<file path="config.mk">
export PLATFORM = sky130hd
export DESIGN_NAME = lfu_cache_lru_tiebreak_core
export DESIGN_NICKNAME = d
export VERILOG_FILES = /design/src/hdl/lfulru_pkg.sv /design/src/hdl/lfulru_ctrl.sv /design/src/hdl/lfulru_dpath.sv /design/src/hdl/lfu_cache_lru_tiebreak_core.sv
export SDC_FILE = /design/constraint.sdc
export NUM_CORES = 2
export LEC_CHECK = 0
export ABC_AREA = 1
export CORE_MARGIN = 3
export CORE_UTILIZATION = 45
export DETAILED_ROUTE_END_ITERATION = 8
export DONT_BUFFER_PORTS = 1
export SYNTH_ARGS = -nofsm -noshare
export SYNTH_HDL_FRONTEND = slang
export SYNTH_SLANG_ARGS = --single-unit
</file>
<file path="constraint.sdc">
create_clock -name clk -period 10.8 [get_ports clk]
set_clock_uncertainty 0.05 [all_clocks]
set_input_delay 2.16 -clock clk [delete_from_list [all_inputs] [get_ports clk]]
set_output_delay 2.16 -clock clk [all_outputs]
set_load 0.1 [all_outputs]
</file>
<file path="src/hdl/lfulru_pkg.sv">
// Shared types and constants for the LFU cache with LRU tie break.
// Used by lfulru_ctrl, lfulru_dpath and lfu_cache_lru_tiebreak_core.
package lfulru_pkg;

  localparam int ENTRIES    = 16;
  localparam int COUNT_BITS = 16;
  localparam int IDX_W      = $clog2(ENTRIES);
  localparam int RANK_W     = $clog2(ENTRIES);
  localparam int FILL_W     = $clog2(ENTRIES + 1);
  localparam int CAP_W      = 5;
  localparam int DATA_W     = 32;

  localparam logic [COUNT_BITS-1:0] COUNT_MAX = '1;
  localparam logic [CAP_W-1:0]      CAP_RESET = CAP_W'(16);
  localparam logic                  FUNC_GET  = 1'b0;
  localparam logic                  FUNC_SET  = 1'b1;

  typedef struct packed {
    logic                     func;
    logic signed [DATA_W-1:0] key;
    logic signed [DATA_W-1:0] value;
  } req_t;

  typedef struct packed {
    logic                     hit;
    logic signed [DATA_W-1:0] read_value;
    logic                     evicted;
    logic signed [DATA_W-1:0] evicted_key;
  } rsp_t;

  typedef enum logic [1:0] {
    S_IDLE,
    S_SCAN,
    S_UPDATE
  } state_t;

  typedef struct packed {
    logic             load;
    logic             scan;
    logic [IDX_W-1:0] idx;
    logic [IDX_W-1:0] ridx;
    logic             update;
  } cmd_t;

endpackage

</file>
<file path="src/hdl/lfulru_ctrl.sv">
// Controller: accepts an item, steps the entry scan, triggers the update.
// Depends on lfulru_pkg.
module lfulru_ctrl (
  input  logic                clk,
  input  logic                rst,
  input  logic                start,
  output logic                busy,
  output lfulru_pkg::cmd_t    cmd
);
  import lfulru_pkg::*;

  state_t           state, state_next;
  logic [IDX_W-1:0] idx, idx_next;

  always_ff @(posedge clk) begin
    if (rst) begin
      state <= S_IDLE;
      idx   <= '0;
    end else begin
      state <= state_next;
      idx   <= idx_next;
    end
  end

  always_comb begin
    state_next = state;
    idx_next   = idx;
    cmd.load   = 1'b0;
    cmd.scan   = 1'b0;
    cmd.update = 1'b0;
    cmd.idx    = idx;
    unique case (state)
      S_IDLE: begin
        idx_next = '0;
        if (start) begin
          cmd.load   = 1'b1;
          state_next = S_SCAN;
        end
      end
      S_SCAN: begin
        cmd.scan = 1'b1;
        idx_next = idx + IDX_W'(1);
        if (idx == IDX_W'(ENTRIES - 1)) begin
          state_next = S_UPDATE;
        end
      end
      S_UPDATE: begin
        cmd.update = 1'b1;
        state_next = S_IDLE;
      end
      default: state_next = S_IDLE;
    endcase
    cmd.ridx = idx_next;
  end

  assign busy = (state != S_IDLE);

endmodule

</file>
<file path="src/hdl/lfulru_dpath.sv">
// Datapath: entry storage, per-entry scan for match/victim/free slot, update.
// Depends on lfulru_pkg.
module lfulru_dpath (
  input  logic                    clk,
  input  logic                    rst,
  input  lfulru_pkg::cmd_t        cmd,
  input  lfulru_pkg::req_t        req,
  input  logic                    cfg_we,
  input  logic [lfulru_pkg::CAP_W-1:0] cfg_wdata,
  output logic                    done,
  output lfulru_pkg::rsp_t        rsp
);
  import lfulru_pkg::*;

  logic                    valid [ENTRIES];
  logic [DATA_W-1:0]       key_mem [ENTRIES];
  logic [DATA_W-1:0]       val_mem [ENTRIES];
  logic [COUNT_BITS-1:0]   count [ENTRIES];
  logic [RANK_W-1:0]       rank [ENTRIES];
  logic [FILL_W-1:0]       filled;
  logic [CAP_W-1:0]        capacity;

  req_t                    op;

  logic                    hit_found;
  logic [IDX_W-1:0]        hit_idx;
  logic [COUNT_BITS-1:0]   hit_count;
  logic [RANK_W-1:0]       hit_rank;
  logic [DATA_W-1:0]       hit_value;

  logic                    vic_found;
  logic [IDX_W-1:0]        vic_idx;
  logic [COUNT_BITS-1:0]   vic_count;
  logic [RANK_W-1:0]       vic_rank;
  logic [DATA_W-1:0]       vic_key;

  logic                    free_found;
  logic [IDX_W-1:0]        free_idx;

  logic                    s_valid;
  logic [DATA_W-1:0]       s_key;
  logic [DATA_W-1:0]       s_val;
  logic [COUNT_BITS-1:0]   s_count;
  logic [RANK_W-1:0]       s_rank;
  logic                    take_hit;
  logic                    take_vic;
  logic                    take_free;

  logic [CAP_W-1:0]        eff_cap;
  logic                    full;
  logic                    evict;
  logic                    fill;
  logic                    do_write;
  logic [IDX_W-1:0]        slot;
  logic [RANK_W:0]         old_rank;
  logic [COUNT_BITS-1:0]   new_count;
  logic [DATA_W-1:0]       rd_value;

  // scan read at the current index
  assign s_valid = valid[cmd.idx];
  assign s_count = count[cmd.idx];
  assign s_rank  = rank[cmd.idx];

  // prefetch key and value for the next scan index
  always_ff @(posedge clk) begin
    s_key <= key_mem[cmd.ridx];
    s_val <= val_mem[cmd.ridx];
  end

  assign take_hit  = s_valid && (s_key == op.key) && !hit_found;
  assign take_vic  = s_valid && (!vic_found || (s_count < vic_count) ||
                     ((s_count == vic_count) && (s_rank > vic_rank)));
  assign take_free = !s_valid && !free_found;

  always_comb begin
    if (capacity == '0) begin
      eff_cap = CAP_W'(1);
    end else if (capacity > CAP_W'(ENTRIES)) begin
      eff_cap = CAP_W'(ENTRIES);
    end else begin
      eff_cap = capacity;
    end
    full      = (CAP_W'(filled) >= eff_cap);
    evict     = 1'b0;
    fill      = 1'b0;
    do_write  = 1'b0;
    slot      = hit_idx;
    old_rank  = {1'b0, hit_rank};
    new_count = (hit_count < COUNT_MAX) ? hit_count + COUNT_BITS'(1) : hit_count;
    rd_value  = '1;
    if (hit_found) begin
      do_write = 1'b1;
      rd_value = (op.func == FUNC_SET) ? op.value : hit_value;
    end else if (op.func == FUNC_SET) begin
      rd_value  = op.value;
      new_count = COUNT_BITS'(1);
      if (full && vic_found) begin
        evict    = 1'b1;
        do_write = 1'b1;
        slot     = vic_idx;
        old_rank = {1'b0, vic_rank};
      end else if (free_found) begin
        fill     = 1'b1;
        do_write = 1'b1;
        slot     = free_idx;
        old_rank = (RANK_W + 1)'(ENTRIES);
      end
    end
  end

  always_ff @(posedge clk) begin
    if (rst) begin
      capacity <= CAP_RESET;
    end else if (cfg_we) begin
      capacity <= cfg_wdata;
    end
  end

  always_ff @(posedge clk) begin
    if (cmd.load) begin
      op <= req;
    end
  end

  always_ff @(posedge clk) begin
    if (rst) begin
      hit_found  <= 1'b0;
      vic_found  <= 1'b0;
      free_found <= 1'b0;
    end else if (cmd.load) begin
      hit_found  <= 1'b0;
      vic_found  <= 1'b0;
      free_found <= 1'b0;
    end else if (cmd.scan) begin
      if (take_hit) begin
        hit_found <= 1'b1;
      end
      if (take_vic) begin
        vic_found <= 1'b1;
      end
      if (take_free) begin
        free_found <= 1'b1;
      end
    end
  end

  always_ff @(posedge clk) begin
    if (cmd.scan) begin
      if (take_hit) begin
        hit_idx   <= cmd.idx;
        hit_count <= s_count;
        hit_rank  <= s_rank;
        hit_value <= s_val;
      end
      if (take_vic) begin
        vic_idx   <= cmd.idx;
        vic_count <= s_count;
        vic_rank  <= s_rank;
        vic_key   <= s_key;
      end
      if (take_free) begin
        free_idx <= cmd.idx;
      end
    end
  end

  always_ff @(posedge clk) begin
    if (cmd.update && do_write) begin
      if (!hit_found) begin
        key_mem[slot] <= op.key;
      end
      if (op.func == FUNC_SET) begin
        val_mem[slot] <= op.value;
      end
    end
  end

  always_ff @(posedge clk) begin
    if (rst) begin
      filled <= '0;
      for (int i = 0; i < ENTRIES; i++) begin
        valid[i] <= 1'b0;
        count[i] <= '0;
        rank[i]  <= '0;
      end
    end else if (cmd.update && do_write) begin
      if (fill) begin
        filled <= filled + FILL_W'(1);
      end
      for (int i = 0; i < ENTRIES; i++) begin
        if (IDX_W'(i) == slot) begin
          valid[i] <= 1'b1;
          count[i] <= new_count;
          rank[i]  <= '0;
        end else if (valid[i] && ({1'b0, rank[i]} < old_rank)) begin
          rank[i] <= rank[i] + RANK_W'(1);
        end
      end
    end
  end

  always_ff @(posedge clk) begin
    if (rst) begin
      done <= 1'b0;
    end else begin
      done <= cmd.update;
    end
  end

  always_ff @(posedge clk) begin
    if (cmd.update) begin
      rsp.hit         <= hit_found;
      rsp.read_value  <= rd_value;
      rsp.evicted     <= evict;
      rsp.evicted_key <= evict ? vic_key : '0;
    end
  end

endmodule

</file>
<file path="src/hdl/lfu_cache_lru_tiebreak_core.sv">
// Top level of the LFU key/value cache with LRU tie break.
// Instantiates lfulru_ctrl and lfulru_dpath; depends on lfulru_pkg.
//
//   port group          direction  handshake
//   start / req         in         taken when start && !busy
//   done / rsp          out        one-cycle strobe, no back pressure
//   cfg_we / cfg_wdata  in         capacity written when cfg_we
//
// Each item passes through the accept in idle, a sequential tag/count scan
// over all 16 entries, and then the update state.
// The result appears with done in the cycle after the update; a new item
// may be started in that same cycle. Synchronous reset clears all entries
// and sets capacity to 16. Results cannot be stalled.
module lfu_cache_lru_tiebreak_core (
  input  logic                         clk,
  input  logic                         rst,
  input  logic                         start,
  output logic                         busy,
  input  lfulru_pkg::req_t             req,
  input  logic                         cfg_we,
  input  logic [lfulru_pkg::CAP_W-1:0] cfg_wdata,
  output logic                         done,
  output lfulru_pkg::rsp_t             rsp
);
  import lfulru_pkg::*;

  cmd_t cmd;

  lfulru_ctrl u_ctrl (
    .clk   (clk),
    .rst   (rst),
    .start (start),
    .busy  (busy),
    .cmd   (cmd)
  );

  lfulru_dpath u_dpath (
    .clk       (clk),
    .rst       (rst),
    .cmd       (cmd),
    .req       (req),
    .cfg_we    (cfg_we),
    .cfg_wdata (cfg_wdata),
    .done      (done),
    .rsp       (rsp)
  );

endmodule
</file>
==> key figures <==
CTS
  – Clock Path Buffers: 3
  – Clk Tree Root Cell: clkbuf_16
  – Clock slew at the register clock pins of the worst setup and hold paths: 60 ps
  – Hold_buf cts: 0
  – Post_cts resized: 0
  – CTS tree: done
  – CTS sink cnt: 1691
  – Latest clock arrival within the worst-skew pair: 820 ps
  – Clock buffer count from CTS: 177
  – Post-CTS setup buffer count: 0
  – Htree depth: 4

Worst setup path
  – CP delay by family, top: buffers and inverters
  – Critical-path cell list: buf_4 > buf_4 > o21ai_0 > o221ai_1 > o211ai_1 > nand3_1 > inv_1 > ha_1 > nand2_1 > nor3_1 > nand2_1 > o41ai_1 > inv_1 > a21oi_4 > buf_4
  – Critical Path Fanout Max: 88
  – Crit path max-delay cell type: buf_4
  – Cell mode on critical path: buf_4
  – Critical path type: flip-flop to flip-flop
  – Req. time, crit path: 11180 ps
  – R2R depth: 15
  – Crit path launch type: flip-flop
  – FF-to-FF setup slack: 5300 ps
  – CP Buf/Inv Count: 5
  – Crit end category: flip-flop
  – Critical Path Stages: 15
  – Critical path's largest stage delay: 730 ps
  – Worst Path Arrival: 5880 ps

Logic synthesis
  – EDFF count, synth: 1598
  – Avg Cell Area, Syn: 12.0 µm²
  – Synthesized cell area: 69900 µm²
  – Ys async rst share: 0
  – Synth warnings: 0
  – #FFs+latches synth: 1691
  – Post-synthesis sequential area ratio: 0.713
  – Unique masters post-synth: 51
  – Syn nets: 5992
  – Cell count after synthesis: 5842
  – Ys flop type: edfxtp_1

Placed design
  – IO Port Bufs: 0
  – Post-placement cell area: 72100 µm²
  – Hpwl dp: 94300 µm
  – Routability cong.: 0.878

Layout
  – Share of layout cells above drive strength 1: 0.0809
  – Nets: 5930
  – Final Instance Area: 77900 µm²
  – Area Growth Syn to Fin: 11.4%

GRT
  – Global-route wire length before repair: 260000 µm
  – Vias in the first global route: 40800
  – Initial antenna violation count: 12
  – Largest net degree at the start of global routing: 259
  – Total Routing Usage GR: 0.217
  – Remaining Overflow, GRT: 0

Job
  – # Max-Cap Violations: 0

Floorplan
  – Die Footprint: 160000 µm²
  – Core Area: 154000 µm²
  – Row count: 144
  – Starting density of the core: 0.453
  – Top Ports: 142
  – Die width: 400 µm
  – Die Ht: 400 µm

Route
  – Drt total wl: 175000 µm
  – Router iterations before antenna repair: 6
  – Drt wl/cell: 22.0 µm
  – Drt drc: 0
  – Routed Antenna Nets: 0
  – 1st-iter DRT viols: 4857
  – Mean number of vias per cell: 5.46
  – Vias: 43600

Timing
  – Final Hold Fails: 0
  – Fmax achieved: 182 MHz
  – Worst-margin pin slew: 1360 ps
  – Setup TNS Final: 0 ps
  – Minimum clock period: 5500 ps
  – Worst slew margin: 0.0930
  – RSZ-0062 raised after global routing: no
  – Final setup fails: 0
  – Fin crit share: 0.509
  – Final-report max-slew violation count: 0

Hold path
  – WHS Path Cells: 0
  – Min-Delay Path Class: flip-flop to flip-flop

Power and ir drop
  – Worst VDD drop: 0.171 mV
  – Static Leakage: 28.7 nW
  – Tot Pwr: 14.2 mW
  – PwrDens: 182 nW/µm²

Run status
  – Outcome: finished clean
[stage by stage]
stage	setup WS, ps	cells	utilization	hold slack [ps]
after floorplan	3790	5842	-	336
after global placement	5350	7645	0.467	337
after detailed placement	5320	7645	0.467	340
after CTS	5310	7979	0.505	353
after global routing	4960	7980	0.505	357
final	5300	7986	0.505	351
[placed cells by master (no fill, tap or decap), drive strengths merged, types with 79 or more instances in the layout]
master / n
o211ai: 79
nand3: 115
o221ai: 156
a21oi: 268
nor2: 513
o21ai: 892
clkbuf: 239
edfxtp: 1598
nand2: 696
inv: 791
dfxtp: 93
buf: 92
[worst paths after layout]
path	startpoint	endpoint
min	u_dpath.s_val[25]	u_dpath.hit_value[25]
max reg2reg	u_ctrl.idx[0]	u_dpath.vic_key[2]
min reg2reg	u_dpath.s_val[25]	u_dpath.hit_value[25]
max	u_ctrl.idx[0]	u_dpath.vic_key[2]
[registers in the layout, summed over array words and instances, names as in the netlist, 64 cells and up]
signal	cells
u_dpath.rsp	66
u_dpath.key_mem	512
u_dpath.val_mem	512
u_dpath.rank	64
u_dpath.count	256
u_dpath.op	65
[synthesized netlist by cell type (24+ instances only)]
cell type	instances	area share
o22ai_1	77	0.0069
nand3_1	114	0.0082
o21ai_0	848	0.061
clkbuf_1	223	0.012
dfxtp_1	93	0.027
or2_2	25	0.0022
buf_1	33	0.0018
a21oi_1	263	0.019
nand2_1	673	0.036
nand4_1	32	0.0029
ha_1	76	0.014
nor2_1	498	0.027
o221ai_1	156	0.020
o211ai_1	79	0.0085
edfxtp_1	1598	0.69
xor2_1	24	0.0030
o21ai_1	43	0.0031
inv_1	770	0.041
buf_2	61	0.0044
xnor2_1	24	0.0030
[layer usage]
metal / GRT usage / wire length [µm] / vias up
li1: - / - / 20400
met1: 0.307 / 76600 / 21300
met2: 0.340 / 80400 / 1529
met3: 0.0458 / 14300 / 286
met4: 0.0579 / 4030 / 6
met5: 0 / 34 / -
[area by class of cell]
type                            count  area (µm²)
Sequential cell                  1691       49900
Antenna cell                        7        17.5
Multi-Input combinational cell   3033       16000
Clock buffer                      239        4870
Tap cell                         2044        2560
Inverter                          785        2970
Clock inverter                     95         920
Timing Repair Buffer               92         741
Fill cell                       13300       76300
[power by group]
part	switching, mW	internal (mW)
registers	0.117	7.29
logic	0.551	0.231
clock network	2.55	3.45
[worst reg2reg max path: cells and delay by family, from the launching register on]
family          cells  cell delay (ps)
compound gates      5             1510
simple gates        4              420
fa+ha+maj           1              280
buf+inv             5             2170
flops               1              630
[cells by family (layout without fill, tap and decap cells)]
family / Yosys count / count (layout) / synth area share
AO/OA/AOI/OAI: 1496 / 1496 / 0.121
XOR/XNOR: 48 / 48 / 0.00601
adder cells (fa/ha/maj): 76 / 76 / 0.0136
buffers and inverters: 1118 / 1211 / 0.0625
flip-flops: 1691 / 1691 / 0.713
other: 0 / 7 / 0
AND/OR/NAND/NOR: 1413 / 1413 / 0.0838
(Power assumes the default switching activity.)
